## config.mk

```make
export PLATFORM = sky130hd
export DESIGN_NAME = sha256_message_hasher_top
export DESIGN_NICKNAME = d
export VERILOG_FILES = /design/src/sha256mh_pkg.sv /design/src/sha256_message_hasher_top.sv
export SDC_FILE = /design/constraint.sdc
export NUM_CORES = 2
export LEC_CHECK = 0
export BUFFER_PORTS_ARGS = -buffer_cell sky130_fd_sc_hd__buf_2
export CAP_MARGIN = 20
export CORE_MARGIN = 3
export CORE_UTILIZATION = 55
export DETAILED_ROUTE_END_ITERATION = 10
export GPL_TIMING_DRIVEN = 0
export PLACE_DENSITY = 0.71
export SKIP_LAST_GASP = 1
export SYNTH_ARGS = -nofsm -noshare
export SYNTH_HDL_FRONTEND = slang
export SYNTH_SLANG_ARGS = --single-unit
export TNS_END_PERCENT = 5
```

## constraint.sdc

```tcl
create_clock -name clk -period 20.4 [get_ports clk]
set_input_delay 4.08 -clock clk [delete_from_list [all_inputs] [get_ports clk]]
set_output_delay 4.08 -clock clk [all_outputs]
set_load 0.02 [all_outputs]
```

## src/sha256mh_pkg.sv

```systemverilog
`default_nettype none

package sha256mh_pkg;

	typedef struct packed {
		logic [31:0] message_word;
		logic        padding_end;
		logic [60:0] message_bytes;
	} msg_t;

	typedef struct packed {
		logic [31:0] digest_word;
		logic [2:0]  word_index;
		logic        last_word;
	} dig_t;

	localparam logic [31:0] ROUND_K [64] = '{
		32'h428a2f98, 32'h71374491, 32'hb5c0fbcf, 32'he9b5dba5,
		32'h3956c25b, 32'h59f111f1, 32'h923f82a4, 32'hab1c5ed5,
		32'hd807aa98, 32'h12835b01, 32'h243185be, 32'h550c7dc3,
		32'h72be5d74, 32'h80deb1fe, 32'h9bdc06a7, 32'hc19bf174,
		32'he49b69c1, 32'hefbe4786, 32'h0fc19dc6, 32'h240ca1cc,
		32'h2de92c6f, 32'h4a7484aa, 32'h5cb0a9dc, 32'h76f988da,
		32'h983e5152, 32'ha831c66d, 32'hb00327c8, 32'hbf597fc7,
		32'hc6e00bf3, 32'hd5a79147, 32'h06ca6351, 32'h14292967,
		32'h27b70a85, 32'h2e1b2138, 32'h4d2c6dfc, 32'h53380d13,
		32'h650a7354, 32'h766a0abb, 32'h81c2c92e, 32'h92722c85,
		32'ha2bfe8a1, 32'ha81a664b, 32'hc24b8b70, 32'hc76c51a3,
		32'hd192e819, 32'hd6990624, 32'hf40e3585, 32'h106aa070,
		32'h19a4c116, 32'h1e376c08, 32'h2748774c, 32'h34b0bcb5,
		32'h391c0cb3, 32'h4ed8aa4a, 32'h5b9cca4f, 32'h682e6ff3,
		32'h748f82ee, 32'h78a5636f, 32'h84c87814, 32'h8cc70208,
		32'h90befffa, 32'ha4506ceb, 32'hbef9a3f7, 32'hc67178f2
	};

	localparam logic [31:0] INIT_HASH [8] = '{
		32'h6a09e667, 32'hbb67ae85, 32'h3c6ef372, 32'ha54ff53a,
		32'h510e527f, 32'h9b05688c, 32'h1f83d9ab, 32'h5be0cd19
	};

endpackage

`default_nettype wire

```

## src/sha256_message_hasher_top.sv

```systemverilog
// SHA-256 hasher for a message padded up to, but not including, the 64-bit length.
// msg channel: one 32-bit big-endian word per request (msg_valid / msg_stall).
//   The request with padding_end set also carries the byte count; the block then
//   adds zero words and the two length words itself.
// dig channel: eight requests per message, digest word 0 (most significant) first,
//   last_word set on the eighth.
// Input flow: a word that does not close a 16-word block is taken at once.
//   A closing word starts a compression: the hash words are loaded from the hash
//   RAM into the round registers, 64 rounds run at one per cycle (schedule words
//   0-15 read from the schedule RAM, the rest expanded in a 16-word window), and
//   the results are added back into the hash RAM; msg_stall is high meanwhile.
// Output: after the padding_end request, the padding and length words enter at one
//   per cycle, and one or two compressions run; each digest word is then read from
//   the hash RAM and registered on dig. A stalled digest word holds until taken.
// Reset: the hash RAM reads as the standard initial values (per-entry valid bits),
//   the word count is cleared, and the block is ready for a new message at once.
//   After the last digest word the initial values are back in place.
`default_nettype none

module sha256_message_hasher_top (
	input  wire logic                clk,
	input  wire logic                arst_n,
	input  wire logic                msg_valid,
	output      logic                msg_stall,
	input  wire sha256mh_pkg::msg_t  msg,
	output      logic                dig_valid,
	input  wire logic                dig_stall,
	output      sha256mh_pkg::dig_t  dig
);

	typedef enum logic [2:0] {
		ST_IDLE,
		ST_PAD,
		ST_LOAD,
		ST_ROUND,
		ST_ADD,
		ST_ORD,
		ST_OLD,
		ST_OWAIT
	} state_t;

	function automatic logic [31:0] rotr(input logic [31:0] x, input int unsigned n);
		rotr = (x >> n) | (x << (32 - n));
	endfunction

	function automatic logic [31:0] big_s0(input logic [31:0] x);
		big_s0 = rotr(x, 2) ^ rotr(x, 13) ^ rotr(x, 22);
	endfunction

	function automatic logic [31:0] big_s1(input logic [31:0] x);
		big_s1 = rotr(x, 6) ^ rotr(x, 11) ^ rotr(x, 25);
	endfunction

	function automatic logic [31:0] sml_s0(input logic [31:0] x);
		sml_s0 = rotr(x, 7) ^ rotr(x, 18) ^ (x >> 3);
	endfunction

	function automatic logic [31:0] sml_s1(input logic [31:0] x);
		sml_s1 = rotr(x, 17) ^ rotr(x, 19) ^ (x >> 10);
	endfunction

	state_t        state_q;
	logic [5:0]    cnt_q;
	logic [3:0]    pos_q;
	logic          pad_q;
	logic          hi_q;
	logic          fin_q;
	logic [60:0]   len_q;
	logic [7:0]    hvld_q;
	logic [31:0]   v_q [8];
	logic [31:0]   win_q [16];
	logic          dig_valid_q;
	sha256mh_pkg::dig_t dig_q;

	// memories
	logic [31:0]   sched_mem [16];
	logic [31:0]   hash_mem [8];
	logic [31:0]   sched_rd_s1;
	logic [31:0]   hash_rd_s1;
	logic          hash_vld_s1;
	logic [2:0]    hash_raddr_s1;

	logic          sched_we;
	logic [31:0]   sched_wdata;
	logic [3:0]    sched_raddr;
	logic          hash_we;
	logic [2:0]    hash_raddr;
	logic [2:0]    hash_waddr;
	logic [31:0]   hash_wdata;
	logic [31:0]   hash_eff;
	logic [63:0]   bit_len;
	logic [31:0]   w_cur;
	logic [31:0]   t1;
	logic [31:0]   t2;

	assign msg_stall = (state_q != ST_IDLE);
	assign dig_valid = dig_valid_q;
	assign dig       = dig_q;

	assign bit_len    = {len_q, 3'b000};
	assign hash_raddr = cnt_q[2:0];
	assign hash_waddr = cnt_q[2:0] - 3'd1;
	// an entry not yet written since reset or since the last digest holds the IV
	assign hash_eff   = hash_vld_s1 ? hash_rd_s1 : sha256mh_pkg::INIT_HASH[hash_raddr_s1];
	assign hash_we    = (state_q == ST_ADD) && (cnt_q != 6'd0);
	assign hash_wdata = hash_eff + v_q[0];

	always_comb begin
		sched_we    = 1'b0;
		sched_wdata = msg.message_word;
		case (state_q)
			ST_IDLE: begin
				sched_we    = msg_valid;
				sched_wdata = msg.message_word;
			end
			ST_PAD: begin
				sched_we = 1'b1;
				if (hi_q) begin
					sched_wdata = bit_len[31:0];
				end else if (pos_q == 4'd14) begin
					sched_wdata = bit_len[63:32];
				end else begin
					sched_wdata = 32'd0;
				end
			end
			default: begin
				sched_we = 1'b0;
			end
		endcase
	end

	// the schedule word for the next round is fetched during the current round
	assign sched_raddr = (state_q == ST_ROUND) ? (cnt_q[3:0] + 4'd1) : 4'd0;

	always_comb begin
		if (cnt_q[5:4] == 2'd0) begin
			w_cur = sched_rd_s1;
		end else begin
			w_cur = sml_s1(win_q[14]) + win_q[9] + sml_s0(win_q[1]) + win_q[0];
		end
		t1 = v_q[7] + big_s1(v_q[4]) + ((v_q[4] & v_q[5]) ^ (~v_q[4] & v_q[6]))
			+ sha256mh_pkg::ROUND_K[cnt_q] + w_cur;
		t2 = big_s0(v_q[0]) + ((v_q[0] & v_q[1]) ^ (v_q[0] & v_q[2]) ^ (v_q[1] & v_q[2]));
	end

	always_ff @(posedge clk) begin
		if (sched_we) begin
			sched_mem[pos_q] <= sched_wdata;
		end
		sched_rd_s1 <= sched_mem[sched_raddr];
	end

	always_ff @(posedge clk) begin
		if (hash_we) begin
			hash_mem[hash_waddr] <= hash_wdata;
		end
		hash_rd_s1    <= hash_mem[hash_raddr];
		hash_raddr_s1 <= hash_raddr;
	end

	always_ff @(posedge clk or negedge arst_n) begin
		if (!arst_n) begin
			state_q     <= ST_IDLE;
			cnt_q       <= 6'd0;
			pos_q       <= 4'd0;
			pad_q       <= 1'b0;
			hi_q        <= 1'b0;
			fin_q       <= 1'b0;
			len_q       <= '0;
			hvld_q      <= '0;
			hash_vld_s1 <= 1'b0;
			dig_valid_q <= 1'b0;
			dig_q       <= '0;
			for (int i = 0; i < 8; i++) begin
				v_q[i] <= 32'd0;
			end
			for (int i = 0; i < 16; i++) begin
				win_q[i] <= 32'd0;
			end
		end else begin
			hash_vld_s1 <= hvld_q[hash_raddr];
			case (state_q)
				ST_IDLE: begin
					if (msg_valid) begin
						pos_q <= pos_q + 4'd1;
						if (msg.padding_end) begin
							len_q <= msg.message_bytes;
							pad_q <= 1'b1;
							hi_q  <= 1'b0;
							fin_q <= 1'b0;
						end
						if (pos_q == 4'd15) begin
							cnt_q   <= 6'd0;
							state_q <= ST_LOAD;
						end else if (msg.padding_end) begin
							state_q <= ST_PAD;
						end
					end
				end
				ST_PAD: begin
					pos_q <= pos_q + 4'd1;
					if (hi_q) begin
						fin_q <= 1'b1;
					end else if (pos_q == 4'd14) begin
						hi_q <= 1'b1;
					end
					if (pos_q == 4'd15) begin
						cnt_q   <= 6'd0;
						state_q <= ST_LOAD;
					end
				end
				ST_LOAD: begin
					// shift hash words in from the top; after eight, a = H0
					if (cnt_q != 6'd0) begin
						for (int i = 0; i < 7; i++) begin
							v_q[i] <= v_q[i + 1];
						end
						v_q[7] <= hash_eff;
					end
					if (cnt_q == 6'd8) begin
						cnt_q   <= 6'd0;
						state_q <= ST_ROUND;
					end else begin
						cnt_q <= cnt_q + 6'd1;
					end
				end
				ST_ROUND: begin
					v_q[7] <= v_q[6];
					v_q[6] <= v_q[5];
					v_q[5] <= v_q[4];
					v_q[4] <= v_q[3] + t1;
					v_q[3] <= v_q[2];
					v_q[2] <= v_q[1];
					v_q[1] <= v_q[0];
					v_q[0] <= t1 + t2;
					for (int i = 0; i < 15; i++) begin
						win_q[i] <= win_q[i + 1];
					end
					win_q[15] <= w_cur;
					if (cnt_q == 6'd63) begin
						cnt_q   <= 6'd0;
						state_q <= ST_ADD;
					end else begin
						cnt_q <= cnt_q + 6'd1;
					end
				end
				ST_ADD: begin
					// rotate so that a lines up with the hash word being written back
					if (cnt_q != 6'd0) begin
						hvld_q[hash_waddr] <= 1'b1;
						for (int i = 0; i < 7; i++) begin
							v_q[i] <= v_q[i + 1];
						end
						v_q[7] <= v_q[0];
					end
					if (cnt_q == 6'd8) begin
						cnt_q <= 6'd0;
						if (fin_q) begin
							pad_q   <= 1'b0;
							hi_q    <= 1'b0;
							fin_q   <= 1'b0;
							state_q <= ST_ORD;
						end else if (pad_q) begin
							state_q <= ST_PAD;
						end else begin
							state_q <= ST_IDLE;
						end
					end else begin
						cnt_q <= cnt_q + 6'd1;
					end
				end
				ST_ORD: begin
					state_q <= ST_OLD;
				end
				ST_OLD: begin
					dig_q.digest_word       <= hash_eff;
					dig_q.word_index        <= cnt_q[2:0];
					dig_q.last_word         <= (cnt_q[2:0] == 3'd7);
					dig_valid_q             <= 1'b1;
					hvld_q[cnt_q[2:0]]      <= 1'b0;
					state_q                 <= ST_OWAIT;
				end
				ST_OWAIT: begin
					if (!dig_stall) begin
						dig_valid_q <= 1'b0;
						if (cnt_q[2:0] == 3'd7) begin
							cnt_q   <= 6'd0;
							state_q <= ST_IDLE;
						end else begin
							cnt_q   <= cnt_q + 6'd1;
							state_q <= ST_ORD;
						end
					end
				end
				default: begin
					state_q <= ST_IDLE;
				end
			endcase
		end
	end

endmodule

`default_nettype wire
```

==> impl_results.md <==
* DR iter-0 viols at 8,604
* Vias per cell at 6.119
* F_max at 77.33 MHz
* Most frequent cell after synthesis: nand2_1
* Hold Slack at 447.7 ps
* Setup violators final at 0
* Slew @ Worst Pin at 1273 ps
* Reg area at 46,700 µm²
* Fin nets at 9,283
* Final Hold Fails at 0
* Number of synthesized flops with an enable pin at 768
* Core Rows at 144
* Worst-Skew Late Latency at 860 ps
* Leakage at 41.24 nW
* Post-route minimum period at 12,930 ps
* Logic pwr share at 1.1%
* Area grow syn2layout at 12.32%
* Die area at 162,200 µm²
* Reg2Reg Depth at 43
* CP arrival at 13,670 ps
* DP HPWL at 218.2 mm
* Vias in the first global route at 65,445
* # clock sinks at 1,726
* Post-CTS resize count at 0
* Vias at 67,324
* CTS clk-pin slew, worst paths at 70 ps
* Total negative slack at 0 ps
* Core area at 155,300 µm²
* Slack of the worst reg-to-reg path at 7470 ps
* Die height at 402.8 µm
* Switching Power at 0.001487 W
* Gr usage total at 35.89%
* Slew margin rel. at 14.86%
* Cell depth of the worst hold path at 2
* Worst-path maximum fanout at 6
* Cell Pwr Density at 71.78 nW/µm²
* Clock Tree Root: clkbuf_16
* Final critical-path share of the clock period at 63.39%
* Initial antenna violation count at 15
* Post-synth top cells: nand2_1, dfrtp_1, edfxtp_1, o21ai_0, clkbuf_1
* Slowest cell on crit path: nor4bb_1
* First-pass GRT wire length at 429.8 mm
* Overflow after GRT at 0
* Share of total power in sequential cells at 51.9%
* Mean Syn Cell Area at 10.34 µm²
* CTS tree: built
* Detailed-router iteration count before antenna repair at 9
* RSZ-0062 raised after global routing: no
* Worst VDD drop at 0.08309 mV
* DIE WIDTH at 402.8 µm
* Postcts setup bufs at 0
* Critical Path Max Stage Delay at 750 ps
* Setup skew after layout at 61.75 ps
* Post-route DRC violation count at 0
* Fraction of registers with async set/reset at 51.62%
* CTS Hold Bufs at 0
* Placer congestion estimate at 1.064
* Top_reg_cell synth: dfrtp_1
* Antenna-violating nets left at 0
* Hold path start: win_q[315]$_DFFE_PN0P_
* CP endpoint kind: flop
* Reg2reg start: win_q[50]$_DFFE_PN0P_
* Sw Share at 21.30%
* Pwr Total at 0.006981 W
* Largest buffer count on any clock path at 3
* Placed Instances at 10,654
* Area of the multi-input gates at 36,390 µm²
* Yosys top cell area share at 26.64%
* I/O pin count at 136
* Share of layout cells above drive strength 1 at 9.560%
* Total wire length at 293.1 mm
* Largest net degree at the start of global routing at 132
* Wire per inst at 26.64 µm
* Post-synth net total at 8,857
* Min-delay worst type: reg -> reg
* WP data required at 21,140 ps
* Max cap viols at 0
* Worst Slack Setup Final at 7468 ps
* Synth area leader: edfxtp_1
* Int Power at 0.005493 W
* Status: finished clean
* Startpoint types: flop
* Cell count after synthesis at 8,376
* Post-synthesis cell type count at 85
* Total CTS buffers at 177
* Fill cells at 12,547
* Worst Hold End: win_q[347]$_DFFE_PN0P_
* Synth area leaders: edfxtp_1, dfrtp_1, nand2_1
* WS Path Type: reg -> reg
* Setup slack at placement at 7976 ps
* Buffers on Ports at 135
* Clk pwr share at 47.0%
* Most Frequent Cell on Critical Path: fa_1
* Initial Utilization at 55.75%
* Reg-to-reg endpoint: v_q[255]$_DFFE_PN0P_
* Yosys warnings at 0
* Final cell count without fillers at 11,002
* Sequential share of the synthesized area at 53.94%
* Syn Std Cell Area at 86,580 µm²
* CTS H-Tree Depth at 4
* Seq cells post-synth at 1,726
* Max Slew Vio Count at 0
## flip-flops by register name (all words and copies together), names as in the netlist
signal	flops
dig	36
state_q	3
cnt_q	6
fin_q	1
sched_mem	512
pos_q	4
sched_rd_s1	32
win_q	512
hash_vld_s1	1
hash_raddr_s1	3
hash_mem	256
hvld_q	8
v_q	256
dig_valid	1
hash_rd_s1	32
len_q	61
hi_q	1
pad_q	1
## power groups by stage
stage / Sequential [W] / Clock, W / Combinational (W)
floorplan: 0.00369 / 0 / 0.00000952
global placement: 0.00370 / 0 / 0.0000630
detailed placement: 0.00369 / 0 / 0.0000759
CTS: 0.00362 / 0.00331 / 0.0000762
global route: 0.00362 / 0.00346 / 0.0000839
finish: 0.00362 / 0.00328 / 0.0000743
## logic make-up after synthesis
group	after synthesis	share of synthesized area, %
AND/OR/NAND/NOR	2828	13.04
AO/OA/AOI/OAI	1666	11.62
buffers and inverters	973	4.221
XOR/XNOR	382	3.882
flip-flops	1726	53.94
adder cells (fa/ha/maj)	387	7.211
multiplexers	414	6.089
## layer usage
metal  routed length [µm]  track usage (%)  vias to the layer above
met1               116900            49.95                    33099
li1                     -                -                    29565
met4                16470            17.14                        8
met2               126600            53.14                     3855
met5                   54                0                        -
met3                33040            8.885                      797
## placed cells by master, fill, tap and decap left out, types with 45 or more instances in the layout
cell	count
xor2_1	138
nand2_1	2073
clkbuf_16	178
a211oi_1	53
o21ai_1	46
nor3_1	52
fa_1	188
nand3_1	95
o21ai_0	474
a221oi_1	45
xnor2_1	243
a21oi_1	459
nor2_1	408
edfxtp_1	768
buf_4	57
mux4_2	68
dfrtp_1	891
mux2i_1	125
buf_2	138
ha_1	195
clkbuf_1	534
and3_1	61
a21o_1	103
dfxtp_1	67
a31oi_1	225
inv_1	409
buf_1	69
mux2_2	221
## how the worst max path moves through the flow
stage | to | slack [ps] | from | cells after the start
3_3_place_gp | win_q[138]$_DFFE_PN0P_ | -4060 | arst_n | 1
4_1_cts | v_q[255]$_DFFE_PN0P_ | 7930 | win_q[50]$_DFFE_PN0P_ | 43
3_5_place_dp | v_q[255]$_DFFE_PN0P_ | 7980 | win_q[50]$_DFFE_PN0P_ | 43
5_1_grt | v_q[255]$_DFFE_PN0P_ | 7080 | win_q[50]$_DFFE_PN0P_ | 43
2_1_floorplan | v_q[255]$_DFFE_PN0P_ | 11050 | win_q[43]$_DFFE_PN0P_ | 47
6_report | v_q[255]$_DFFE_PN0P_ | 7470 | win_q[50]$_DFFE_PN0P_ | 43
## final cells by class
type	instances	area share (%)
inverters	412	1.590
clock buffers	251	5.140
clock inverters	80	0.9315
flip-flops and latches	1726	48.02
multi-input cells	5677	37.42
well taps	2044	2.630
diodes	4	0.01029
plain buffers	561	2.171
repair buffers	247	2.083
## per-stage QoR
| step | instance area (µm²) | utilization, % |
|---|---|---|
| 3_5_place_dp | 91220 | 58.73 |
| 5_1_grt | 97230 | 62.61 |
| 3_3_place_gp | 89810 | 57.83 |
| 2_1_floorplan | 86580 | - |
| 6_report | 97240 | 62.61 |
| 4_1_cts | 97120 | 62.53 |
## critical path: cells and delay by family (launching register included)
family | cells | cell delay [ps]
AND/OR/NAND/NOR | 9 | 2160
adder cells (fa/ha/maj) | 10 | 4070
AO/OA/AOI/OAI | 11 | 3000
flip-flops | 1 | 320
multiplexers | 3 | 1180
XOR/XNOR | 4 | 1210
buffers and inverters | 6 | 860
Note: power is estimated with default switching activity, not from simulation.
